## src/hw/rtl/ritoa_pkg.sv

```systemverilog
// ----------------------------------------------------------------------------
// ritoa_pkg: shared definitions for the radix integer-to-ASCII converter
// Digit bounds, ASCII constants, divider status and the digit-to-character map.
// ----------------------------------------------------------------------------
`timescale 1ns / 1ps
`default_nettype none

package ritoa_pkg;

	localparam int MAX_DIGITS = 32;
	localparam int CNT_W      = $clog2(MAX_DIGITS + 1);
	localparam int IDX_W      = $clog2(MAX_DIGITS);

	localparam int VALUE_W = 32;
	localparam int RADIX_W = 6;
	localparam int CHAR_W  = 8;
	localparam int DIV_CNT_W = $clog2(VALUE_W);

	localparam logic [RADIX_W-1:0] RADIX_MIN = 6'd2;
	localparam logic [RADIX_W-1:0] RADIX_MAX = 6'd36;

	localparam logic [CHAR_W-1:0]  CH_ZERO   = 8'h30;
	localparam logic [CHAR_W-1:0]  CH_ALPHA  = 8'h41;
	localparam logic [RADIX_W-1:0] DEC_LIMIT = 6'd10;

	// Handshake between the sequencer and the shared divider
	typedef struct packed {
		logic busy;
		logic done;
	} div_status_t;

	function automatic logic [CHAR_W-1:0] digit_to_ascii(input logic [RADIX_W-1:0] d);
		logic [CHAR_W-1:0] d_ext;
		d_ext = {{(CHAR_W-RADIX_W){1'b0}}, d};
		if (d < DEC_LIMIT) begin
			return CH_ZERO + d_ext;
		end else begin
			return CH_ALPHA + d_ext - {{(CHAR_W-RADIX_W){1'b0}}, DEC_LIMIT};
		end
	endfunction

endpackage

`default_nettype wire

```

## src/hw/rtl/ritoa_div.sv

```systemverilog
// ----------------------------------------------------------------------------
// ritoa_div: iterative restoring divider
// Divides a 32-bit value by a 6-bit base, one quotient bit per cycle.
// ----------------------------------------------------------------------------
`timescale 1ns / 1ps
`default_nettype none

module ritoa_div
	import ritoa_pkg::*;
(
	input  wire logic                clk,
	input  wire logic                arst_n,
	input  wire logic                start,
	input  wire logic [VALUE_W-1:0]  dividend,
	input  wire logic [RADIX_W-1:0]  divisor,
	output      div_status_t         status,
	output      logic [VALUE_W-1:0]  quotient,
	output      logic [RADIX_W-1:0]  remainder
);

	logic                 busy_q;
	logic                 done_q;
	logic [DIV_CNT_W-1:0] cnt_q;
	logic [VALUE_W-1:0]   quo_q;
	logic [RADIX_W-1:0]   rem_q;
	logic [RADIX_W-1:0]   dvs_q;

	logic [RADIX_W:0]     partial;
	logic [RADIX_W:0]     dvs_ext;
	logic                 fits;
	logic [RADIX_W:0]     diff;

	// Shift the next dividend bit into the partial remainder and trial-subtract
	assign partial = {rem_q, quo_q[VALUE_W-1]};
	assign dvs_ext = {1'b0, dvs_q};
	assign fits    = (partial >= dvs_ext);
	assign diff    = partial - dvs_ext;

	always_ff @(posedge clk or negedge arst_n) begin
		if (!arst_n) begin
			busy_q <= 1'b0;
			done_q <= 1'b0;
			cnt_q  <= '0;
		end else begin
			done_q <= 1'b0;
			if (start) begin
				busy_q <= 1'b1;
				cnt_q  <= DIV_CNT_W'(VALUE_W - 1);
			end else if (busy_q) begin
				cnt_q <= cnt_q - 1'b1;
				if (cnt_q == '0) begin
					busy_q <= 1'b0;
					done_q <= 1'b1;
				end
			end
		end
	end

	always_ff @(posedge clk) begin
		if (start) begin
			quo_q <= dividend;
			rem_q <= '0;
			dvs_q <= divisor;
		end else if (busy_q) begin
			quo_q <= {quo_q[VALUE_W-2:0], fits};
			rem_q <= fits ? diff[RADIX_W-1:0] : partial[RADIX_W-1:0];
		end
	end

	assign status.busy = busy_q;
	assign status.done = done_q;
	assign quotient    = quo_q;
	assign remainder   = rem_q;

endmodule

`default_nettype wire

```

## src/hw/rtl/radix_integer_to_ascii_top.sv

```systemverilog
// ----------------------------------------------------------------------------
// radix_integer_to_ascii_top: integer to ASCII string in bases 2 to 36
// Converts a 32-bit unsigned value and emits its digits most significant first.
// ----------------------------------------------------------------------------
// Each input transfer carries a 32-bit unsigned value and a base. The block
// divides by the base repeatedly in one shared restoring divider, which works
// out the 32 quotient bits of each digit in turn, stores the remainders, then
// sends one character per digit, most significant first: '0'-'9' for
// remainders below ten, 'A'-'Z' for ten and above. The final character carries
// last. Each character is read out of the digit store in the read state and
// then presented in the send state, where it holds through any output stall.
// At most 32 digits are stored, enough for a full binary result. A zero value
// gives the single character '0'. A base of 0, 1 or 37..63 gives one result
// with bad_base and last set and digit_char 0, without any division. in_stall
// is high from the accepting edge until the last character of the item has
// been transferred; one item is in work at a time.
// ----------------------------------------------------------------------------
`timescale 1ns / 1ps
`default_nettype none

module radix_integer_to_ascii_top
	import ritoa_pkg::*;
(
	input  wire logic                clk,
	input  wire logic                arst_n,
	// input channel
	input  wire logic                in_valid,
	output      logic                in_stall,
	input  wire logic [VALUE_W-1:0]  value,
	input  wire logic [RADIX_W-1:0]  radix,
	// output channel
	output      logic                out_valid,
	input  wire logic                out_stall,
	output      logic [CHAR_W-1:0]   digit_char,
	output      logic                last,
	output      logic                bad_base
);

	// Sequencer states, one-hot
	typedef enum logic [3:0] {
		ST_IDLE = 4'b0001,  // wait for an input transfer
		ST_DIV  = 4'b0010,  // divider running on the current quotient
		ST_READ = 4'b0100,  // fetch the next digit from the store
		ST_SEND = 4'b1000   // hold the character until it is transferred
	} state_t;

	state_t             state_q;
	logic [CNT_W-1:0]   cnt_q;     // digits stored, then digits left to send
	logic [RADIX_W-1:0] radix_q;
	logic [RADIX_W-1:0] rd_q;      // registered store read data
	logic               last_q;
	logic               bad_q;

	// Remainder store, least significant digit at entry zero
	logic [RADIX_W-1:0] store_mem [MAX_DIGITS];

	logic               in_xfer;
	logic               out_xfer;
	logic               radix_ok;
	logic               value_zero;

	div_status_t        div_st;
	logic               div_start;
	logic [VALUE_W-1:0] div_dividend;
	logic [RADIX_W-1:0] div_divisor;
	logic [VALUE_W-1:0] div_quo;
	logic [RADIX_W-1:0] div_rem;

	logic               digit_done;   // divider finished a digit
	logic               conv_more;    // another division is needed
	logic [CNT_W-1:0]   cnt_inc;

	assign in_stall   = (state_q != ST_IDLE);
	assign out_valid  = (state_q == ST_SEND);
	assign in_xfer    = in_valid && !in_stall;
	assign out_xfer   = out_valid && !out_stall;

	assign radix_ok   = (radix >= RADIX_MIN) && (radix <= RADIX_MAX);
	assign value_zero = (value == '0);

	assign digit_done = (state_q == ST_DIV) && div_st.done;
	assign cnt_inc    = cnt_q + 1'b1;
	assign conv_more  = (div_quo != '0) && (cnt_inc != CNT_W'(MAX_DIGITS));

	// Start the divider on a fresh nonzero value, or chain on the last quotient
	assign div_start    = (in_xfer && radix_ok && !value_zero) || (digit_done && conv_more);
	assign div_dividend = (state_q == ST_IDLE) ? value : div_quo;
	assign div_divisor  = (state_q == ST_IDLE) ? radix : radix_q;

	ritoa_div u_div (
		.clk       (clk),
		.arst_n    (arst_n),
		.start     (div_start),
		.dividend  (div_dividend),
		.divisor   (div_divisor),
		.status    (div_st),
		.quotient  (div_quo),
		.remainder (div_rem)
	);

	// Sequencer
	always_ff @(posedge clk or negedge arst_n) begin
		if (!arst_n) begin
			state_q <= ST_IDLE;
			cnt_q   <= '0;
			last_q  <= 1'b0;
			bad_q   <= 1'b0;
		end else begin
			case (state_q)
				ST_IDLE: begin
					if (in_xfer) begin
						if (!radix_ok) begin
							// single flagged result, no division
							bad_q   <= 1'b1;
							last_q  <= 1'b1;
							cnt_q   <= '0;
							state_q <= ST_SEND;
						end else if (value_zero) begin
							bad_q   <= 1'b0;
							cnt_q   <= CNT_W'(1);
							state_q <= ST_READ;
						end else begin
							bad_q   <= 1'b0;
							cnt_q   <= '0;
							state_q <= ST_DIV;
						end
					end
				end
				ST_DIV: begin
					if (div_st.done) begin
						cnt_q <= cnt_inc;
						if (!conv_more) begin
							state_q <= ST_READ;
						end
					end
				end
				ST_READ: begin
					// advance toward the least significant digit
					cnt_q   <= cnt_q - 1'b1;
					last_q  <= (cnt_q == CNT_W'(1));
					state_q <= ST_SEND;
				end
				ST_SEND: begin
					if (out_xfer) begin
						state_q <= last_q ? ST_IDLE : ST_READ;
					end
				end
				default: begin
					state_q <= ST_IDLE;
				end
			endcase
		end
	end

	// Radix held for chained divisions
	always_ff @(posedge clk) begin
		if (in_xfer) begin
			radix_q <= radix;
		end
	end

	// Store write: a zero value stores one zero digit, otherwise each remainder
	always_ff @(posedge clk) begin
		if (in_xfer && radix_ok && value_zero) begin
			store_mem[0] <= '0;
		end else if (digit_done) begin
			store_mem[cnt_q[IDX_W-1:0]] <= div_rem;
		end
	end

	// Store read, registered; cnt_q is nonzero whenever the read state is entered
	logic [CNT_W-1:0] rd_addr;
	assign rd_addr = cnt_q - 1'b1;

	always_ff @(posedge clk) begin
		if (state_q == ST_READ) begin
			rd_q <= store_mem[rd_addr[IDX_W-1:0]];
		end
	end

	// Drop the character to zero on a flagged result
	assign digit_char = bad_q ? '0 : digit_to_ascii(rd_q);
	assign last       = last_q;
	assign bad_base   = bad_q;

endmodule

`default_nettype wire

```

## config.mk

```make
export PLATFORM = sky130hd
export DESIGN_NAME = radix_integer_to_ascii_top
export DESIGN_NICKNAME = d
export VERILOG_FILES = /design/src/hw/rtl/ritoa_pkg.sv /design/src/hw/rtl/ritoa_div.sv /design/src/hw/rtl/radix_integer_to_ascii_top.sv
export SDC_FILE = /design/constraint.sdc
export NUM_CORES = 1
export LEC_CHECK = 0
export BUFFER_PORTS_ARGS = -buffer_cell sky130_fd_sc_hd__buf_2
export CORE_MARGIN = 2
export CORE_UTILIZATION = 35
export CTS_BUF_LIST = sky130_fd_sc_hd__clkbuf_8
export DETAILED_ROUTE_END_ITERATION = 6
export HOLD_SLACK_MARGIN = 0.12
export PLACE_DENSITY_LB_ADDON = 0.25
export SLEW_MARGIN = 20
export SYNTH_ARGS = -nofsm -noshare
export SYNTH_HDL_FRONTEND = slang
export SYNTH_SLANG_ARGS = --single-unit
```

## constraint.sdc

```tcl
create_clock -name clk -period 3.3 [get_ports clk]
set_input_delay 0.66 -clock clk [delete_from_list [all_inputs] [get_ports clk]]
set_output_delay 0.66 -clock clk [all_outputs]
set_load 0.005 [all_outputs]
```

Yosys cells after proc, flatten, opt, wreduce, memory -nomap -nowiden

Memories as Yosys holds them, arrays and structs flattened. A register that Yosys moved wholly into a read port is not among the register bits.
Cells that the tools add are included.

Magnitude comparators: 4
$add $sub $neg: 7
Reductions and logical operators: 25
Multiplexer cells: 40
Eq/ne operators: 13

Operator list:

| cell                                                   | number |
|---|---|
| two-way mux 32 bit                                     | 3 |
| zero test 32 bit                                       | 1 |
| nonzero test 32 bit                                    | 1 |
| two-way mux 6 bit                                      | 5 |
| two-way mux 4 bit                                      | 5 |
| one-hot mux 6 bit (3 select lines)                     | 1 |
| two-way mux 1 bit                                      | 17 |
| two-way mux 8 bit                                      | 2 |
| one-hot mux 4 bit (4 select lines)                     | 1 |
| two-way mux 5 bit                                      | 3 |
| logical AND 1 bit                                      | 9 |
| adder 7 x 6 -> 8 bit (first input constant)            | 1 |
| subtractor 8 x 4 -> 8 bit (second input constant)      | 1 |
| adder 6 x 6 -> 7 bit (first input constant)            | 1 |
| >= comparator 7 x 6 -> 1 bit                           | 1 |
| adder 6 x 1 -> 6 bit (second input constant)           | 1 |
| == test 6 x 1 -> 1 bit (second input constant)         | 1 |
| >= comparator 6 x 2 -> 1 bit (second input constant)   | 1 |
| less-or-equal comparator 6 bit (second input constant) | 1 |
| < comparator 6 x 4 -> 1 bit (second input constant)    | 1 |
| two-way mux 3 bit                                      | 2 |
| != test 2 x 1 -> 1 bit (second input constant)         | 3 |
| != test 2 bit (second input constant)                  | 3 |
| != test 6 bit (second input constant)                  | 1 |
| 18 further kinds                                       | 23 |

Register bits: 69
Word-level logic and storage cells: 101
Memories: 1
Memory bits (writable): 192

Memory list:

| name      | depth | width | rd ports | clocked after memory_dff | wr ports | line                             | RTL |
|---|---|---|---|---|---|---|---|
| store_mem | 32    | 6     | 1        | 1                        | 1        | radix_integer_to_ascii_top.sv:55 | `logic [RADIX_W-1:0] store_mem [MAX_DIGITS];` |

Depth between registers and ports, before layout

Depth in word-level cells: 9
Mapped depth: 11
Depth with buffers taken out: 8

By module

A second synthesis with hierarchy kept.

Cells, all modules: 826
Area total of the unflattened synthesis: 12126.6 sq um

By module, submodules not included:

| module                     | cells each | instances | seq. area each (sq um) | area an instance (sq um) |
|---|---|---|---|---|
| radix_integer_to_ascii_top | 645        | 1         | 6427.4                 | 9680.5 |
| ritoa_div                  | 181        | 1         | 1436.4                 | 2446.1 |

Worst setup path after synthesis

OpenSTA, ideal clock, no wires.

Kind: register -> register
From: register cnt_q[0]
To: register rd_q[3], read port of store_mem, data pin
Period minus slack after synthesis: 3.192 ns
Path slack: 0.108 ns
Data arrival time: 2.904 ns
Stages on the path, launching flop included: 12
Path buffers: 6
Cells stage by stage: dfrtp_1 buf_4 buf_2 buf_2 inv_1 ha_1 clkbuf_1 clkbuf_1 clkbuf_1 mux4_2 mux2i_1 a221oi_1

Longest elaborated chain between the ends: 1

RTL lines:

| element                   | line                              | RTL |
|---|---|---|
| start: declaration        | radix_integer_to_ascii_top.sv:48  | `logic [CNT_W-1:0] cnt_q;` |
| start signal: assignment  | radix_integer_to_ascii_top.sv:131 | `cnt_q <= cnt_inc;` |
| start signal: assignment  | radix_integer_to_ascii_top.sv:139 | `cnt_q <= cnt_q - 1'b1;` |
| subtractor 6 x 1 -> 6 bit | radix_integer_to_ascii_top.sv:173 | `assign rd_addr = cnt_q - 1'b1;` |
| end: declaration          | radix_integer_to_ascii_top.sv:50  | `logic [RADIX_W-1:0] rd_q;` |

Every way passes these cells.
A chain may end at the register's enable or synchronous reset.

Worst setup path in the final report

From: register cnt_q[0]
To: register u_div.quo_q[23], in the netlist u_div.quotient[23], data pin

Longest elaborated chain between the ends: 6

RTL lines:

| element                | line                             | RTL |
|---|---|---|
| adder 6 x 1 -> 6 bit   | radix_integer_to_ascii_top.sv:82 | `assign cnt_inc = cnt_q + 1'b1;` |
| != test 6 bit          | radix_integer_to_ascii_top.sv:83 | `assign conv_more = (div_quo != '0) && (cnt_inc != CNT_W'(MAX_DIGITS));` |
| logical AND 1 bit      | radix_integer_to_ascii_top.sv:83 |  |
| logical AND 1 bit      | radix_integer_to_ascii_top.sv:86 | `assign div_start = (in_xfer && radix_ok && !value_zero) \|\| (digit_done && conv_more);` |
| logical OR 1 bit       | radix_integer_to_ascii_top.sv:86 |  |
| two-way mux 32 bit     | ritoa_div.sv:60                  | `if (start) begin` |
| end signal: assignment | ritoa_div.sv:61                  | `quo_q <= dividend;` |
| end signal: assignment | ritoa_div.sv:65                  | `quo_q <= {quo_q[VALUE_W-2:0], fits};` |
| end: declaration       | ritoa_div.sv:24                  | `logic [VALUE_W-1:0] quo_q;` |

Every way passes these cells.

==> results.py <==
metrics = {
    "yosys": {
        "ys_types": 61,
        "yosys_warnings": 0,
        "avgSynthCellArea_um2": 16.2,
        "synthFlopType": "edfxtp_1",
        "synth_top_area_cell": "edfxtp_1",
        "synth-edff-count": 242,
        "postSynthCellCount": 725,
        "synth.top_cell.area_share_pct": 62.0,
        "seq_area_frac_synth_pct": 67.1,
        "yosysMostFrequentCell": "edfxtp_1",
        "ys_ff_latch": 267,
        "synthesis.area_mm2": 0.0117,
        "yosys-top-cells-count": "edfxtp_1 (242), mux4_2 (48), nor2_1 (44)",
        "synth_nets": 781,
        "async_flop_share_pct": 7.12,
        "synthTopCellsByArea": "edfxtp_1 (62%), mux4_2 (9.2%), dfrtp_1 (3.8%), mux2_2 (3.7%), mux2i_1 (1.5%)",
    },
    "clock_network": {
        "cts_made_buffers": 45,
        "cts.path.max_buffers": 3,
        "root_buffer": "clkbuf_8",
        "clkTransAtPathRegs_ns": 0.07,
        "cts_max_level": 2,
        "cts_tree": "yes",
        "cts.sinks": 267,
        "cts_resized": 0,
        "clkLatencyLatePin_ns": 0.57,
    },
    "critical_path": {
        "crit_type": "register to register",
        "cp.required_ns": 3.59,
        "start_kind": "register",
        "endpoint_kind": "register",
        "critPathLaunch": "cnt_q[0]",
        "ff2ff_path_depth": 7,
        "r2r-start": "cnt_q[0]",
        "crit_fanout": 47,
        "r2r_slack_ns": 0.47,
        "rr_endpoint": "u_div.quotient[23]",
        "setup.worst_path.end": "u_div.quotient[23]",
        "cp.arrival_ns": 3.12,
    },
    "drt": {
        "drc_errors": 0,
        "routedWlPerCell_um": 19.0,
        "dr.pass1.iters": 5,
        "totalWireLength_mm": 25.0,
        "ant_nets": 0,
        "vias": 6662,
        "vias_per_cell": 5.06,
        "first_iter_violations": 468,
    },
    "global_routing": {
        "gr-total-overflow": 0,
        "grt_pass1_wl_mm": 39.5,
        "grt_max_degree": 48,
        "antenna_found_initial": 2,
        "grt_pass1_vias": 6867,
        "grt_usage_pct": 14.5,
    },
    "die": {
        "std_cell_rows": 66,
        "core_area_mm2": 0.0328,
        "die_area_mm2": 0.0349,
        "io_pins": 54,
        "start_util_pct": 35.7,
        "die-width_um": 187,
        "die_h_um": 187,
    },
    "finish": {
        "register_area_mm2": 0.00787,
        "fillerInstances": 3033,
        "area_growth_pct": 16.2,
        "antenna_cells": 0,
        "num-nets-final": 896,
        "drive_gt1_share_pct": 29.8,
        "multi_input_area_mm2": 0.00357,
    },
    "placed_design": {
        "dp_slack_ns": 0.256,
        "portBuffers": 52,
        "place_congestion": 0.795,
        "place_hpwl_mm": 16.5,
    },
    "sta": {
        "min_period_over_period_pct": 85.6,
        "drv_slew": 0,
        "hold_viol_final": 0,
        "fmax_mhz": 354,
        "rsz0062_at_grt": "no",
        "timing.slew.headroom_pct": 28.0,
        "finalSetupTns_ns": 0,
        "skew_ns": 0.0230,
        "worstMarginPinSlew_ns": 1.07,
        "setup_violations": 0,
        "min_period_ns": 2.83,
        "hold_ws_ns": 0.308,
        "worst_slack_ns": 0.474,
    },
    "outcome": {
        "outcome": "finished, final reports clean",
    },
    "power": {
        "p_total_mw": 10.3,
        "leakage_nw": 4.45,
        "p_per_area_mw_per_mm2": 753,
        "vdd_ir_drop_max_mv": 0.341,
    },
    "min_path": {
        "hp-class": "input port to register",
    },
    "job": {
        "cap_violations": 0,
    },
}
==> cell type report <==
| type | instances | share of cell area, % |
|---|---|---|
| repair buffers | 104 | 4.98 |
| well taps | 442 | 4.06 |
| flip-flops and latches | 267 | 57.8 |
| inverters | 24 | 0.662 |
| clock inverters | 32 | 1.20 |
| clock buffers | 50 | 5.06 |
| multi-input cells | 398 | 26.2 |
==> cell usage in the layout (no fill, tap or decap), drive strengths merged, types with 5 or more instances in the layout <==
cell type / instances
edfxtp: 242
buf: 103
clkbuf: 50
mux4: 48
inv: 47
nor2: 44
mux2: 43
nand2: 39
nor4: 19
a21oi: 19
nor3: 19
dfrtp: 18
mux2i: 17
ha: 13
nand2b: 12
o21ai: 11
o22ai: 11
xnor2: 10
or3: 9
nand3: 9
a221oi: 8
clkinv: 8
nand4: 6
dfxtp: 6
a211oi: 5
and3: 5
a31oi: 5
nor4b: 5
==> metrics by stage <==
step / instances / area (um2) / util [%]
finish: 1317 / 13600 / 41.5
floorplan: 725 / 11700 / -
global route: 1317 / 13600 / 41.5
CTS: 1317 / 13600 / 41.5
detailed placement: 1234 / 12700 / 38.9
global placement: 1234 / 12700 / 38.9
==> critical path, stage by stage, from the launching register on <==
cell	delay, ns
dfrtp_4	0.56
buf_12	0.37
ha_1	0.32
nand2_1	0.12
o22ai_1	0.43
o32ai_4	0.18
buf_12	0.21
mux2_1	0.33
==> layer usage <==
metal | share of wire (%) | track usage [%] | up-vias
li1 | - | - | 3117
met1 | 45 | 19.4 | 3348
met2 | 48 | 23.8 | 154
met3 | 4.9 | 3.08 | 39
met4 | 1.9 | 4.55 | 4
met5 | 0.11 | 0 | -
==> worst min-delay path by stage <==
| stage | from | to | slack [ns] | cells past startpoint |
|---|---|---|---|---|
| 4_1_cts | radix[0] | radix_q[0] | 0.28 | 1 |
| 2_1_floorplan | arst_n | bad_base | 0.36 | 0 |
| 6_report | radix[4] | radix_q[4] | 0.31 | 1 |
| 3_5_place_dp | radix_q[2] | u_div.dvs_q[2] | 0.50 | 2 |
| 3_3_place_gp | u_div.remainder[0] | u_div.remainder[0] | 0.50 | 2 |
| 5_1_grt | radix[0] | radix_q[0] | 0.29 | 1 |
==> registers in the layout, summed over array words and instances (netlist names) <==
signal           count
u_div.done_q         1
bad_base             1
radix_q              6
u_div.quotient      32
cnt_q                6
state_q              4
u_div.dvs_q          6
u_div.remainder      6
u_div.busy_q         1
rd_q                 6
last                 1
store_mem          192
u_div.cnt_q          5
==> kinds of logic (layout without fill, tap and decap cells) <==
logic type,count (synthesis),count (layout),synth area share (%)
flip-flops,267,267,67.1
AND/OR/NAND/NOR,182,182,8.14
multiplexers,108,108,14.8
AO/OA/AOI/OAI,80,80,4.74
buffers and inverters,60,210,2.45
adder cells (fa/ha/maj),14,14,1.56
XOR/XNOR,13,13,1.13
other,1,1,0.0320
==> power breakdown <==
| group | internal [mW] | total, mW | switching (mW) |
|---|---|---|---|
| Clock | 1.47 | 2.75 | 1.28 |
| Combinational | 1.45 | 3.03 | 1.58 |
| Sequential | 4.14 | 4.47 | 0.326 |
==> timing repair <==
item | 4_1_cts | 5_1_grt
buffers inserted | 0 | 0
hold endpoints to repair | 18 | 0
hold buffers | 1 | 0
Power figures use the tool's default switching activity.
